**config.mk**
```make
export PLATFORM = sky130hd
export DESIGN_NAME = virtio_mmio_block_registers_unit
export DESIGN_NICKNAME = d
export VERILOG_FILES = /design/src/rtl/vmbr_pkg.sv /design/src/rtl/vmbr_regs.sv /design/src/rtl/vmbr_ring.sv /design/src/rtl/virtio_mmio_block_registers_unit.sv
export SDC_FILE = /design/constraint.sdc
export NUM_CORES = 2
export LEC_CHECK = 0
export ABC_AREA = 1
export BUFFER_PORTS_ARGS = -buffer_cell sky130_fd_sc_hd__clkbuf_2
export CORE_MARGIN = 8
export CORE_UTILIZATION = 64
export DETAILED_ROUTE_END_ITERATION = 7
export GPL_TIMING_DRIVEN = 1
export PLACE_DENSITY = 0.83
export SLEW_MARGIN = 40
export SYNTH_ARGS = -nofsm -noshare
export SYNTH_HDL_FRONTEND = slang
export SYNTH_HIERARCHICAL = 1
export SYNTH_SLANG_ARGS = --single-unit
```
**constraint.sdc**
```tcl
create_clock -name i_clk -period 9.4 [get_ports i_clk]
set_clock_uncertainty 0.05 [all_clocks]
set_input_delay 0.94 -clock i_clk [delete_from_list [all_inputs] [get_ports i_clk]]
set_output_delay 0.94 -clock i_clk [all_outputs]
set_load 0.05 [all_outputs]
```
**src/rtl/vmbr_pkg.sv**
```systemverilog
// Shared types, register offsets and field layout for the virtio-mmio block register unit.
// No dependencies; every other rtl file refers to this package by scoped names.
`default_nettype none

package vmbr_pkg;

    localparam int unsigned MAX_QUEUE_SIZE = 256;

    localparam int unsigned DATA_W   = 64;
    localparam int unsigned WORD_W   = 32;
    localparam int unsigned OFF_W    = 12;
    localparam int unsigned QNUM_W   = 16;
    localparam int unsigned CFG_IDX_W = 1;

    // stream payload layout
    localparam int unsigned IN_TDATA_W  = 80;
    localparam int unsigned IN_TUSER_W  = 2;
    localparam int unsigned OUT_TDATA_W = 264;

    localparam int unsigned OUT_RDATA_LSB  = 0;
    localparam int unsigned OUT_FAULT_LSB  = 64;
    localparam int unsigned OUT_IRQ_BIT    = 66;
    localparam int unsigned OUT_NOTIFY_BIT = 67;
    localparam int unsigned OUT_READY_BIT  = 68;
    localparam int unsigned OUT_DESC_LSB   = 69;
    localparam int unsigned OUT_AVAIL_LSB  = 133;
    localparam int unsigned OUT_USED_LSB   = 197;
    localparam int unsigned OUT_USED_MSB   = 260;

    typedef enum logic [1:0] {
        REQ_READ  = 2'd0,
        REQ_WRITE = 2'd1,
        REQ_DONE  = 2'd2,
        REQ_TICK  = 2'd3
    } t_req;

    typedef enum logic [1:0] {
        FAULT_NONE   = 2'd0,
        FAULT_WIDTH  = 2'd1,
        FAULT_RDONLY = 2'd2,
        FAULT_RANGE  = 2'd3
    } t_fault;

    typedef enum logic [1:0] {
        WIDTH_BYTE  = 2'd0,
        WIDTH_HALF  = 2'd1,
        WIDTH_WORD  = 2'd2,
        WIDTH_DWORD = 2'd3
    } t_width;

    localparam logic [CFG_IDX_W-1:0] CFG_IDX_CAPACITY = 1'b0;
    localparam logic [CFG_IDX_W-1:0] CFG_IDX_VENDOR   = 1'b1;

    localparam logic [OFF_W-1:0] OFF_MAGIC        = 12'h000;
    localparam logic [OFF_W-1:0] OFF_VERSION      = 12'h004;
    localparam logic [OFF_W-1:0] OFF_DEVICE_ID    = 12'h008;
    localparam logic [OFF_W-1:0] OFF_VENDOR_ID    = 12'h00c;
    localparam logic [OFF_W-1:0] OFF_DEV_FEAT     = 12'h010;
    localparam logic [OFF_W-1:0] OFF_DEV_FEAT_SEL = 12'h014;
    localparam logic [OFF_W-1:0] OFF_DRV_FEAT     = 12'h020;
    localparam logic [OFF_W-1:0] OFF_DRV_FEAT_SEL = 12'h024;
    localparam logic [OFF_W-1:0] OFF_PAGE_SIZE    = 12'h028;
    localparam logic [OFF_W-1:0] OFF_QUEUE_SEL    = 12'h030;
    localparam logic [OFF_W-1:0] OFF_QUEUE_MAX    = 12'h034;
    localparam logic [OFF_W-1:0] OFF_QUEUE_NUM    = 12'h038;
    localparam logic [OFF_W-1:0] OFF_QUEUE_ALIGN  = 12'h03c;
    localparam logic [OFF_W-1:0] OFF_QUEUE_PFN    = 12'h040;
    localparam logic [OFF_W-1:0] OFF_NOTIFY       = 12'h050;
    localparam logic [OFF_W-1:0] OFF_IRQ_STATUS   = 12'h060;
    localparam logic [OFF_W-1:0] OFF_IRQ_ACK      = 12'h064;
    localparam logic [OFF_W-1:0] OFF_STATUS       = 12'h070;
    localparam logic [OFF_W-1:0] OFF_CONFIG       = 12'h100;

    localparam logic [WORD_W-1:0] MAGIC_WORD      = 32'h7472_6976;
    localparam logic [WORD_W-1:0] MMIO_VERSION    = 32'd1;
    localparam logic [WORD_W-1:0] DEV_ID_BLOCK    = 32'd2;
    localparam logic [WORD_W-1:0] RING_ALIGN_RST  = 32'd4096;

    // queue 0 settings after a step, handed to the address stage
    typedef struct packed {
        logic              ready;
        logic [WORD_W-1:0] page_frame;
        logic [WORD_W-1:0] page_bytes;
        logic [QNUM_W-1:0] entries;
        logic [WORD_W-1:0] align;
    } t_queue_cfg;

endpackage

`default_nettype wire

```
**src/rtl/vmbr_regs.sv**
```systemverilog
// Transport register file: decodes one bus event, updates the register state, forms read data.
// Depends on vmbr_pkg.
`default_nettype none

module vmbr_regs (
    input  wire logic                                  i_clk,
    input  wire logic                                  i_rst_n,
    input  wire logic                                  i_cfg_we,
    input  wire logic [vmbr_pkg::CFG_IDX_W-1:0]        i_cfg_index,
    input  wire logic [vmbr_pkg::DATA_W-1:0]           i_cfg_data,
    input  wire logic                                  i_step,
    input  wire vmbr_pkg::t_req                        i_req,
    input  wire logic [vmbr_pkg::OFF_W-1:0]            i_offset,
    input  wire vmbr_pkg::t_width                      i_width,
    input  wire logic [vmbr_pkg::WORD_W-1:0]           i_wdata,
    output logic [vmbr_pkg::DATA_W-1:0]                o_read_data,
    output vmbr_pkg::t_fault                           o_fault,
    output logic                                       o_irq,
    output logic                                       o_notify,
    output vmbr_pkg::t_queue_cfg                       o_queue
);

    logic [vmbr_pkg::DATA_W-1:0] r_capacity;
    logic [vmbr_pkg::WORD_W-1:0] r_vendor;

    logic [vmbr_pkg::WORD_W-1:0] r_dev_feat_sel, n_dev_feat_sel;
    logic [vmbr_pkg::WORD_W-1:0] r_drv_feat_sel, n_drv_feat_sel;
    logic [vmbr_pkg::WORD_W-1:0] r_drv_feat,     n_drv_feat;
    logic [vmbr_pkg::WORD_W-1:0] r_page_bytes,   n_page_bytes;
    logic [vmbr_pkg::WORD_W-1:0] r_queue_sel,    n_queue_sel;
    logic [vmbr_pkg::QNUM_W-1:0] r_queue_num,    n_queue_num;
    logic [vmbr_pkg::WORD_W-1:0] r_align,        n_align;
    logic [vmbr_pkg::WORD_W-1:0] r_pfn,          n_pfn;
    logic [7:0]                  r_irq_bits,     n_irq_bits;
    logic [7:0]                  r_status,       n_status;
    logic                        r_pending,      n_pending;

    logic                        is_cfg_space;
    logic                        bad_reg_access;
    logic [vmbr_pkg::OFF_W-1:0]  cfg_rel;
    logic [vmbr_pkg::OFF_W:0]    cfg_end;
    logic                        cfg_oob;
    logic [vmbr_pkg::DATA_W-1:0] cfg_shifted;
    logic [vmbr_pkg::DATA_W-1:0] cfg_value;
    logic [vmbr_pkg::WORD_W-1:0] reg_value;

    function automatic logic queue_ok(
        input logic [vmbr_pkg::WORD_W-1:0] sel,
        input logic [vmbr_pkg::WORD_W-1:0] bytes,
        input logic [vmbr_pkg::WORD_W-1:0] pfn,
        input logic [vmbr_pkg::QNUM_W-1:0] num,
        input logic [vmbr_pkg::WORD_W-1:0] align
    );
        logic num_p2;
        logic align_p2;
        num_p2   = (num != '0) && ((num & (num - 1'b1)) == '0);
        align_p2 = (align != '0) && ((align & (align - 1'b1)) == '0);
        return (sel == '0) && (bytes != '0) && (pfn != '0) && num_p2 && align_p2 &&
               ({16'b0, num} <= 32'(vmbr_pkg::MAX_QUEUE_SIZE));
    endfunction

    always_ff @(posedge i_clk) begin
        if (!i_rst_n) begin
            r_capacity <= '0;
            r_vendor   <= '0;
        end else if (i_cfg_we) begin
            unique case (i_cfg_index)
                vmbr_pkg::CFG_IDX_CAPACITY: r_capacity <= i_cfg_data;
                vmbr_pkg::CFG_IDX_VENDOR:   r_vendor   <= i_cfg_data[vmbr_pkg::WORD_W-1:0];
                default: ;
            endcase
        end
    end

    // config space: 8 capacity bytes at any byte alignment
    always_comb begin
        is_cfg_space = (i_offset >= vmbr_pkg::OFF_CONFIG);
        bad_reg_access = (i_width != vmbr_pkg::WIDTH_WORD) || (i_offset[1:0] != 2'b00);
        cfg_rel     = i_offset - vmbr_pkg::OFF_CONFIG;
        cfg_end     = {1'b0, cfg_rel} + (13'd1 << i_width);
        cfg_oob     = (cfg_end > 13'd8);
        cfg_shifted = r_capacity >> {cfg_rel[2:0], 3'b000};
        case (i_width)
            vmbr_pkg::WIDTH_BYTE: cfg_value = 64'(cfg_shifted[7:0]);
            vmbr_pkg::WIDTH_HALF: cfg_value = 64'(cfg_shifted[15:0]);
            vmbr_pkg::WIDTH_WORD: cfg_value = 64'(cfg_shifted[31:0]);
            default:              cfg_value = cfg_shifted;
        endcase
    end

    always_comb begin
        unique case (i_offset)
            vmbr_pkg::OFF_MAGIC:      reg_value = vmbr_pkg::MAGIC_WORD;
            vmbr_pkg::OFF_VERSION:    reg_value = vmbr_pkg::MMIO_VERSION;
            vmbr_pkg::OFF_DEVICE_ID:  reg_value = vmbr_pkg::DEV_ID_BLOCK;
            vmbr_pkg::OFF_VENDOR_ID:  reg_value = r_vendor;
            vmbr_pkg::OFF_QUEUE_MAX:
                reg_value = (r_queue_sel == '0) ? 32'(vmbr_pkg::MAX_QUEUE_SIZE) : '0;
            vmbr_pkg::OFF_QUEUE_PFN:  reg_value = r_pfn;
            vmbr_pkg::OFF_IRQ_STATUS: reg_value = 32'(r_irq_bits);
            vmbr_pkg::OFF_STATUS:     reg_value = 32'(r_status);
            default:                  reg_value = '0;
        endcase
    end

    // read data and fault
    always_comb begin
        o_read_data = '0;
        o_fault     = vmbr_pkg::FAULT_NONE;
        if (i_req == vmbr_pkg::REQ_READ) begin
            if (is_cfg_space) begin
                if (cfg_oob) begin
                    o_fault = vmbr_pkg::FAULT_RANGE;
                end else begin
                    o_read_data = cfg_value;
                end
            end else if (bad_reg_access) begin
                o_fault = vmbr_pkg::FAULT_WIDTH;
            end else begin
                o_read_data = 64'(reg_value);
            end
        end else if (i_req == vmbr_pkg::REQ_WRITE) begin
            if (is_cfg_space) begin
                o_fault = vmbr_pkg::FAULT_RDONLY;
            end else if (bad_reg_access) begin
                o_fault = vmbr_pkg::FAULT_WIDTH;
            end
        end
    end

    // next state
    always_comb begin
        n_dev_feat_sel = r_dev_feat_sel;
        n_drv_feat_sel = r_drv_feat_sel;
        n_drv_feat     = r_drv_feat;
        n_page_bytes   = r_page_bytes;
        n_queue_sel    = r_queue_sel;
        n_queue_num    = r_queue_num;
        n_align        = r_align;
        n_pfn          = r_pfn;
        n_irq_bits     = r_irq_bits;
        n_status       = r_status;
        n_pending      = r_pending;
        if (i_req == vmbr_pkg::REQ_WRITE && !is_cfg_space && !bad_reg_access) begin
            unique case (i_offset)
                vmbr_pkg::OFF_DEV_FEAT_SEL: n_dev_feat_sel = i_wdata;
                vmbr_pkg::OFF_DRV_FEAT: begin
                    if (r_drv_feat_sel == '0) n_drv_feat = i_wdata;
                end
                vmbr_pkg::OFF_DRV_FEAT_SEL: n_drv_feat_sel = i_wdata;
                vmbr_pkg::OFF_PAGE_SIZE:    n_page_bytes   = i_wdata;
                vmbr_pkg::OFF_QUEUE_SEL:    n_queue_sel    = i_wdata;
                vmbr_pkg::OFF_QUEUE_NUM:    n_queue_num    = i_wdata[vmbr_pkg::QNUM_W-1:0];
                vmbr_pkg::OFF_QUEUE_ALIGN:  n_align        = i_wdata;
                vmbr_pkg::OFF_QUEUE_PFN:    n_pfn          = i_wdata;
                vmbr_pkg::OFF_NOTIFY: begin
                    if (i_wdata == '0 &&
                        queue_ok(r_queue_sel, r_page_bytes, r_pfn, r_queue_num, r_align)) begin
                        n_pending = 1'b1;
                    end
                end
                vmbr_pkg::OFF_IRQ_ACK:      n_irq_bits = r_irq_bits & ~i_wdata[7:0];
                vmbr_pkg::OFF_STATUS: begin
                    if (i_wdata == '0) begin
                        // transport reset, page size survives
                        n_dev_feat_sel = '0;
                        n_drv_feat_sel = '0;
                        n_drv_feat     = '0;
                        n_queue_sel    = '0;
                        n_queue_num    = '0;
                        n_align        = vmbr_pkg::RING_ALIGN_RST;
                        n_pfn          = '0;
                        n_irq_bits     = '0;
                        n_status       = '0;
                        n_pending      = 1'b0;
                    end else begin
                        n_status = i_wdata[7:0];
                    end
                end
                default: ;
            endcase
        end else if (i_req == vmbr_pkg::REQ_DONE) begin
            n_irq_bits[0] = 1'b1;
        end else if (i_req == vmbr_pkg::REQ_TICK) begin
            n_pending = 1'b0;
        end
    end

    always_ff @(posedge i_clk) begin
        if (!i_rst_n) begin
            r_dev_feat_sel <= '0;
            r_drv_feat_sel <= '0;
            r_drv_feat     <= '0;
            r_page_bytes   <= '0;
            r_queue_sel    <= '0;
            r_queue_num    <= '0;
            r_align        <= vmbr_pkg::RING_ALIGN_RST;
            r_pfn          <= '0;
            r_irq_bits     <= '0;
            r_status       <= '0;
            r_pending      <= 1'b0;
        end else if (i_step) begin
            r_dev_feat_sel <= n_dev_feat_sel;
            r_drv_feat_sel <= n_drv_feat_sel;
            r_drv_feat     <= n_drv_feat;
            r_page_bytes   <= n_page_bytes;
            r_queue_sel    <= n_queue_sel;
            r_queue_num    <= n_queue_num;
            r_align        <= n_align;
            r_pfn          <= n_pfn;
            r_irq_bits     <= n_irq_bits;
            r_status       <= n_status;
            r_pending      <= n_pending;
        end
    end

    // the tick reports the notify it clears
    assign o_notify = (i_req == vmbr_pkg::REQ_TICK) ? r_pending : n_pending;
    assign o_irq    = n_irq_bits[0];

    assign o_queue.ready      = queue_ok(n_queue_sel, n_page_bytes, n_pfn, n_queue_num, n_align);
    assign o_queue.page_frame = n_pfn;
    assign o_queue.page_bytes = n_page_bytes;
    assign o_queue.entries    = n_queue_num;
    assign o_queue.align      = n_align;

    // feature registers are write-only here; keep them observable to synthesis through nothing
    logic unused_feat;
    assign unused_feat = ^{r_dev_feat_sel, r_drv_feat};

endmodule

`default_nettype wire

```
**src/rtl/vmbr_ring.sv**
```systemverilog
// Ring address stage: registers page_frame * page_bytes and the ring sizes, then forms the
// descriptor, available and used ring addresses. Depends on vmbr_pkg.
`default_nettype none

module vmbr_ring (
    input  wire logic                          i_clk,
    input  wire logic                          i_en,
    input  wire vmbr_pkg::t_queue_cfg          i_queue,
    output logic                               o_ready,
    output logic [vmbr_pkg::DATA_W-1:0]        o_desc_addr,
    output logic [vmbr_pkg::DATA_W-1:0]        o_avail_addr,
    output logic [vmbr_pkg::DATA_W-1:0]        o_used_addr
);

    localparam int unsigned SPAN_W = vmbr_pkg::WORD_W + 1;

    logic                              r_ready;
    logic [vmbr_pkg::DATA_W-1:0]       r_prod;
    logic [vmbr_pkg::QNUM_W-1:0]       r_entries;
    logic [SPAN_W-1:0]                 r_span;      // 18*n + 4 + align - 1
    logic [vmbr_pkg::WORD_W-1:0]       r_align_m1;

    logic [SPAN_W-1:0]                 span;
    logic [vmbr_pkg::DATA_W-1:0]       avail;
    logic [vmbr_pkg::DATA_W-1:0]       used;

    always_comb begin
        span = SPAN_W'({i_queue.entries, 4'b0000}) + SPAN_W'({i_queue.entries, 1'b0})
             + SPAN_W'(4) + SPAN_W'(i_queue.align - 1'b1);
    end

    always_ff @(posedge i_clk) begin
        if (i_en) begin
            r_ready    <= i_queue.ready;
            r_prod     <= 64'(i_queue.page_frame) * 64'(i_queue.page_bytes);
            r_entries  <= i_queue.entries;
            r_span     <= span;
            r_align_m1 <= i_queue.align - 1'b1;
        end
    end

    always_comb begin
        avail = r_prod + 64'({r_entries, 4'b0000});
        used  = (r_prod + 64'(r_span)) & {32'hffff_ffff, ~r_align_m1};
    end

    assign o_ready      = r_ready;
    assign o_desc_addr  = r_ready ? r_prod : '0;
    assign o_avail_addr = r_ready ? avail  : '0;
    assign o_used_addr  = r_ready ? used   : '0;

endmodule

`default_nettype wire

```
**src/rtl/virtio_mmio_block_registers_unit.sv**
```systemverilog
// Top level of the legacy virtio-mmio block register unit: input stage, register file,
// ring address stage and output register. Depends on vmbr_pkg, vmbr_regs, vmbr_ring.
//
//   channel   direction  handshake                      payload
//   s_axis    in         s_axis_tvalid / s_axis_tready  tdata: offset, width, write data
//                                                       tuser: request type
//   m_axis    out        m_axis_tvalid / m_axis_tready  tdata: read data, fault, irq, notify,
//                                                       ready, desc, avail, used addresses
//   cfg       in         i_cfg_we                       i_cfg_index, i_cfg_data
//
// One item per cycle sustained while m_axis takes the output; each item passes three
// registers (input register, register update + product register, output register) and is
// offered on m_axis from the output register.
// Register state updates as the item leaves the input register, so back-to-back items see
// each other's writes. The pipeline stalls as a whole while the output item is not taken.
// Reset is synchronous, active low, and clears the valid bits and the transport registers.
`default_nettype none

module virtio_mmio_block_registers_unit (
    input  wire logic                                 i_clk,
    input  wire logic                                 i_rst_n,
    input  wire logic                                 i_cfg_we,
    input  wire logic [vmbr_pkg::CFG_IDX_W-1:0]       i_cfg_index,
    input  wire logic [vmbr_pkg::DATA_W-1:0]          i_cfg_data,
    input  wire logic                                 s_axis_tvalid,
    output logic                                      s_axis_tready,
    // [11:0] bus_offset, [13:12] access_width, [77:14] write_data, [79:78] zero
    input  wire logic [vmbr_pkg::IN_TDATA_W-1:0]      s_axis_tdata,
    // [1:0] req_type
    input  wire logic [vmbr_pkg::IN_TUSER_W-1:0]      s_axis_tuser,
    output logic                                      m_axis_tvalid,
    input  wire logic                                 m_axis_tready,
    // [63:0] read_data, [65:64] fault_code, [66] irq_line, [67] notify_due,
    // [68] queue_ready, [132:69] desc_table_addr, [196:133] avail_ring_addr,
    // [260:197] used_ring_addr, [263:261] zero
    output logic [vmbr_pkg::OUT_TDATA_W-1:0]          m_axis_tdata
);

    logic advance;

    logic                          r_s1_valid;
    vmbr_pkg::t_req                r_s1_req;
    logic [vmbr_pkg::OFF_W-1:0]    r_s1_offset;
    vmbr_pkg::t_width              r_s1_width;
    logic [vmbr_pkg::WORD_W-1:0]   r_s1_wdata;

    logic                          r_s2_valid;
    logic [vmbr_pkg::DATA_W-1:0]   r_s2_rdata;
    vmbr_pkg::t_fault              r_s2_fault;
    logic                          r_s2_irq;
    logic                          r_s2_notify;

    logic                          r_out_valid;
    logic [vmbr_pkg::OUT_TDATA_W-1:0] r_out_data;

    logic [vmbr_pkg::DATA_W-1:0]   rd_data;
    vmbr_pkg::t_fault              rd_fault;
    logic                          rd_irq;
    logic                          rd_notify;
    vmbr_pkg::t_queue_cfg          queue;

    logic                          ring_ready;
    logic [vmbr_pkg::DATA_W-1:0]   desc_addr;
    logic [vmbr_pkg::DATA_W-1:0]   avail_addr;
    logic [vmbr_pkg::DATA_W-1:0]   used_addr;

    assign advance       = !r_out_valid || m_axis_tready;
    assign s_axis_tready = advance;

    always_ff @(posedge i_clk) begin
        if (!i_rst_n) begin
            r_s1_valid  <= 1'b0;
            r_s2_valid  <= 1'b0;
            r_out_valid <= 1'b0;
        end else if (advance) begin
            r_s1_valid  <= s_axis_tvalid;
            r_s2_valid  <= r_s1_valid;
            r_out_valid <= r_s2_valid;
        end
    end

    always_ff @(posedge i_clk) begin
        if (advance && s_axis_tvalid) begin
            r_s1_req    <= vmbr_pkg::t_req'(s_axis_tuser[1:0]);
            r_s1_offset <= s_axis_tdata[11:0];
            r_s1_width  <= vmbr_pkg::t_width'(s_axis_tdata[13:12]);
            r_s1_wdata  <= s_axis_tdata[45:14];
        end
    end

    vmbr_regs u_regs (
        .i_clk       (i_clk),
        .i_rst_n     (i_rst_n),
        .i_cfg_we    (i_cfg_we),
        .i_cfg_index (i_cfg_index),
        .i_cfg_data  (i_cfg_data),
        .i_step      (advance && r_s1_valid),
        .i_req       (r_s1_req),
        .i_offset    (r_s1_offset),
        .i_width     (r_s1_width),
        .i_wdata     (r_s1_wdata),
        .o_read_data (rd_data),
        .o_fault     (rd_fault),
        .o_irq       (rd_irq),
        .o_notify    (rd_notify),
        .o_queue     (queue)
    );

    vmbr_ring u_ring (
        .i_clk        (i_clk),
        .i_en         (advance),
        .i_queue      (queue),
        .o_ready      (ring_ready),
        .o_desc_addr  (desc_addr),
        .o_avail_addr (avail_addr),
        .o_used_addr  (used_addr)
    );

    always_ff @(posedge i_clk) begin
        if (advance) begin
            r_s2_rdata  <= rd_data;
            r_s2_fault  <= rd_fault;
            r_s2_irq    <= rd_irq;
            r_s2_notify <= rd_notify;
            r_out_data  <= {3'b000, used_addr, avail_addr, desc_addr, ring_ready,
                            r_s2_notify, r_s2_irq, r_s2_fault, r_s2_rdata};
        end
    end

    assign m_axis_tvalid = r_out_valid;
    assign m_axis_tdata  = r_out_data;

endmodule

`default_nettype wire

```
Word-level counts from Yosys, hierarchy flattened. Cells that the tools add are included.

Output and inout bits: 266. Input port bits: 152. Register bits after elaboration: 783.

Eq/ne operators: 20. Order comparisons: 4. Reductions and logical operators: 48. Muxes and demuxes: 38. Shifts and indexed selects: 2. $mul: 1. Bitwise logic cells: 9. Add/subtract/negate cells: 12.

Operators with widths (count): 32-bit two-way mux (9); 32-bit one-hot mux with 8 select lines (1); 32-bit one-hot mux with 2 select lines (3); 64-bit one-hot mux with 3 select lines (1); 32-bit nonzero test (6); 32-bit zero test (5); 64-bit two-way mux (2); 64-bit by 20-bit adder with 64-bit output (1); 64-bit by 33-bit adder with 64-bit output (1); 32-bit AND (2); 64-bit AND (1); 32-bit by 32-bit multiplier with 64-bit output (1); 64-bit by 6-bit >> shifter with 64-bit output (1); 32-bit by 1-bit subtractor with 32-bit output, second input constant (2); 12-bit by 6-bit == test with 1-bit output, second input constant (5); 12-bit by 7-bit == test with 1-bit output, second input constant (5); 33-bit by 3-bit adder with 33-bit output, second input constant (1); 33-bit adder (1); 32-bit by 1-bit subtractor with 33-bit output, second input constant (1); 16-bit AND (2); 16-bit by 9-bit less-or-equal comparator with 1-bit output, second input constant (2); 16-bit zero test (2); 16-bit two-way mux (2); 32-bit inverter (1); other kinds (33) (76).

Logic depth before layout (Yosys ltp).
Depth after elaboration: 12. Depth in mapped cells: 42. Mapped depth without buffers: 39.

Hierarchy. Netlist, hierarchy kept.

By module, submodules not included: vmbr_ring (area each 49555.0 µm², times used 1, sequential area each 4354.2 µm², cells each 6980); vmbr_regs (area each 17640.7 µm², times used 1, sequential area each 5144.9 µm², cells each 3014); virtio_mmio_block_registers_unit (area each 11464.7 µm², times used 1, sequential area each 11380.9 µm², cells each 397).

Least setup slack after synthesis. No wires, ideal clock.

Path type: in2reg. Start: input port m_axis_tready. End: register r_s1_offset[0] in the netlist's numbering, enable pin. Slack: 0.570 ns. Data arrival time: 8.377 ns. Stages: 4. Required time: 8.947 ns. Cells stage by stage: inv_2 -> nand2_2 -> nand2_1 -> inv_1.

Word-level cells in the longest chain between the ends: 2.

RTL lines: start: declaration (line virtio_mmio_block_registers_unit.sv:32) `input wire logic m_axis_tready,`; 1-bit logical OR (line virtio_mmio_block_registers_unit.sv:67) `assign advance = !r_out_valid || m_axis_tready;`; net s_axis_tready (line virtio_mmio_block_registers_unit.sv:26) `output logic s_axis_tready,`; 1-bit logical AND (line virtio_mmio_block_registers_unit.sv:83) `if (advance && s_axis_tvalid) begin`; end signal: assignment (line virtio_mmio_block_registers_unit.sv:85) `r_s1_offset <= s_axis_tdata[11:0];`; end: declaration (line virtio_mmio_block_registers_unit.sv:43) `logic [vmbr_pkg::OFF_W-1:0] r_s1_offset;`.

The timed path passes the listed nets, and every way through them passes these cells. A chain may end at the register's enable or synchronous reset.

==> results.py <==
metrics = {
    "setup_path": {
        "cpPeakStageDelay_ns": 0.66,
        "worstRegToRegCells": 37,
        "path_buf_inv": 11,
        "crit_required_ns": 9.75,
        "rr_endpoint": "u_ring/r_prod[55]$_DFFE_PP_",
        "regToRegSetupSlack_ns": 0.32,
        "critPathArrivalTime_ns": 9.43,
        "cp-end-kind": "flop",
        "cp_slowest_cell": "inv_1",
        "reg2reg_from": "r_s1_offset[8]$_DFFE_PP_",
        "crit_family": "adder cells",
        "crit_fanout": 31,
        "critPathKind": "flop to flop",
        "worstSetupStartpointType": "flop",
    },
    "drt": {
        "wire_per_inst_um": 21.8,
        "drt-vias-per-instance": 5.78,
        "route.vias.total": 71500,
        "routed_wirelength_um": 270000,
        "first_pass_iters": 8,
        "dr.first_iter.drc_count": 9027,
        "drc": 1,
        "drt.antenna.violating_nets": 0,
    },
    "yosys": {
        "yosys-top-cells-area": "fa_1 (23%), edfxtp_1 (20%), nand2_1 (13%)",
        "syn_area_per_cell_um2": 7.57,
        "async_flop_share": 0,
        "yosysTopAreaCellShare": 0.232,
        "netlist_top_cells_count": "nand2_1 (2724), inv_1 (2414), nor2_1 (1024)",
        "synth_area_um2": 78700,
        "yosysWarnings": 6,
        "synth_area_leader_cell": "fa_1",
        "synth_edf_count": 522,
        "syn_inst": 10400,
        "yosys_register_bits": 782,
        "synth-main-ff-cell": "edfxtp_1",
        "synth.distinct_cells": 73,
        "ys_seq_area_frac": 0.265,
        "synth_most_common_cell": "nand2_1",
    },
    "pwr": {
        "leakagePower_nw": 48.1,
        "power_frac_clock": 0.286,
        "switchingPower_mw": 4.77,
        "p_sw_frac": 0.398,
        "comb_power_share": 0.339,
        "p_seq_frac": 0.375,
        "p_int_mw": 7.23,
        "powerDensity_nw_per_um2": 140,
        "peakVddDrop_mv": 0.153,
    },
    "placed_design": {
        "place_hpwl_um": 213000,
        "post-place-ws_ns": 0.176,
        "gp_congestion": 1.03,
        "port_buffers": 380,
    },
    "timing": {
        "timing.fmax_mhz": 110,
        "hold_violations": 0,
        "setup_violations": 0,
        "maxSlewHeadroom": 0.364,
        "rsz0062_at_grt": "no",
        "fin_crit_sh": 0.966,
        "slew_viol_final": 0,
        "worst_pin_slew_ns": 0.944,
        "fin_tns_setup_ns": 0,
        "fin_crit_ns": 9.08,
        "setup_slack_ns": 0.318,
    },
    "grt": {
        "grt_usage": 0.393,
        "grt_max_degree": 158,
        "grt_pass1_wl_um": 411000,
        "overflow": 0,
        "antenna_found_initial": 3,
        "grt_pass1_vias": 71800,
    },
    "clocking": {
        "cts-root-buf": "clkbuf_16",
        "clkTransAtPathRegs_ns": 0.06,
        "hold_buffers": 0,
        "htreeDepth": 3,
        "cts_buffers": 85,
        "cts_buffer_depth": 3,
        "cts_tree": "done",
        "cts_sinks": 782,
        "clock_latency_ns": 0.70,
    },
    "cells_and_area": {
        "layout-drive-gt1-share": 0.0846,
        "fillers": 9742,
        "finalNetCount": 12100,
        "area_growth_pct": 9.13,
    },
    "min_path": {
        "holdPathEnd": "m_axis_tdata[15]$_DFFE_PP_",
        "hold_depth": 0,
        "hp-start": "r_s2_rdata[15]$_DFFE_PP_",
        "worst_hold_path_type": "flop to flop",
    },
    "die": {
        "row_count": 128,
        "initial_core_util": 0.645,
        "die_w_um": 367,
        "core-area_um2": 122000,
        "num_io_pins": 418,
        "dieArea_um2": 134000,
        "die_h_um": 367,
    },
    "status": {
        "violations": "design-rule violations",
        "status": "finished, violations left",
    },
    "flow_run": {
        "drv_cap": 0,
    },
}
-- metrics by stage --
step | hold slack (ns) | std cells | instance area (um2) | util | total power, mW
after floorplan | 0.350 | 10400 | 78700 | - | 6.88
after global placement | 0.352 | 12200 | 82700 | 0.679 | 8.33
after detailed placement | 0.355 | 12200 | 82800 | 0.680 | 8.43
after CTS | 0.346 | 12400 | 85600 | 0.703 | 11.8
after global routing | 0.362 | 12400 | 85800 | 0.704 | 12.5
final | 0.368 | 12400 | 85800 | 0.704 | 12.0
-- logic make-up (layout without fill, tap and decap cells) --
family | count (synthesis) | in the layout | synth area share
muxes | 20 | 20 | 0.00254
DFF | 782 | 782 | 0.265
adders and majority gates | 1258 | 1258 | 0.287
other | 1 | 7 | 0.0000477
and+or+nand+nor | 4347 | 4347 | 0.224
buffers and inverters | 2838 | 3181 | 0.137
AOI/OAI and AO/OA | 1036 | 1036 | 0.0714
xor gates and xnor gates | 109 | 109 | 0.0121
-- what timing repair did --
action,CTS,global route
setup endpoints to repair,0,32
gates resized for setup,0,29
buffers inserted,0,9
-- cells in the final DEF (no fill, tap or decap), types with 22 or more instances in the layout --
cell / count
nand2_1: 2723
buf_4: 162
nand4_1: 54
xor2_1: 78
o21ai_0: 427
edfxtp_1: 522
a211oi_1: 22
inv_2: 35
buf_12: 23
nand2_2: 38
nor2_2: 35
o211ai_1: 31
a21oi_1: 417
ha_1: 343
clkbuf_2: 379
inv_1: 2402
nor3_1: 77
nand3_1: 290
fa_1: 911
nor4_1: 28
clkbuf_16: 86
nor2_1: 1017
dfxtp_1: 260
xnor2_1: 31
-- registers in the layout, indices dropped and copies added, names as in the netlist, 33 cells and up --
signal and flops:
u_ring/r_prod 64, r_s2_rdata 64, m_axis_tdata 261, u_regs/r_capacity 64
u_ring/r_span 33
-- power by group through the flow --
| stage | Combinational (mW) | Clock, mW | Sequential [mW] |
|---|---|---|---|
| finish | 4.07 | 3.43 | 4.50 |
| global route | 4.41 | 3.58 | 4.49 |
| CTS | 3.92 | 3.45 | 4.47 |
| detailed placement | 3.90 | 0 | 4.54 |
| global placement | 3.80 | 0 | 4.53 |
| floorplan | 2.44 | 0 | 4.44 |
-- metal layers --
layer  global-route usage  share of wire  vias to the layer above
met5                    0       0.000085                        -
met4                0.191          0.057                        4
met3               0.0959           0.12                     1009
met2                0.630           0.46                     4526
met1                0.501           0.37                    34100
li1                     -              -                    31800
-- worst max-delay path by stage --
stage                                   from                          end  slack [ns]  cells past startpoint
floorplan                      m_axis_tready     r_s1_offset[0]$_DFFE_PP_        0.57                      4
global placement    r_s1_offset[8]$_DFFE_PP_  u_ring/r_prod[59]$_DFFE_PP_        0.28                     35
detailed placement  r_s1_offset[8]$_DFFE_PP_  u_ring/r_prod[59]$_DFFE_PP_        0.18                     35
CTS                 r_s1_offset[8]$_DFFE_PP_  u_ring/r_prod[59]$_DFFE_PP_        0.14                     35
global route        r_s1_offset[8]$_DFFE_PP_  u_ring/r_prod[52]$_DFFE_PP_        0.04                     36
finish              r_s1_offset[8]$_DFFE_PP_  u_ring/r_prod[55]$_DFFE_PP_        0.32                     37
-- final cells by class --
type | instances | area, um2 | area share
inverters | 2451 | 9230 | 0.108
well taps | 1625 | 2030 | 0.0237
repair buffers | 575 | 3740 | 0.0436
clock inverters | 50 | 553 | 0.00644
diodes | 4 | 10.0 | 0.000117
flip-flops and latches | 782 | 20900 | 0.243
clock buffers | 105 | 2250 | 0.0263
multi-input cells | 6773 | 47100 | 0.549
Note: power is estimated with default switching activity, not from simulation.
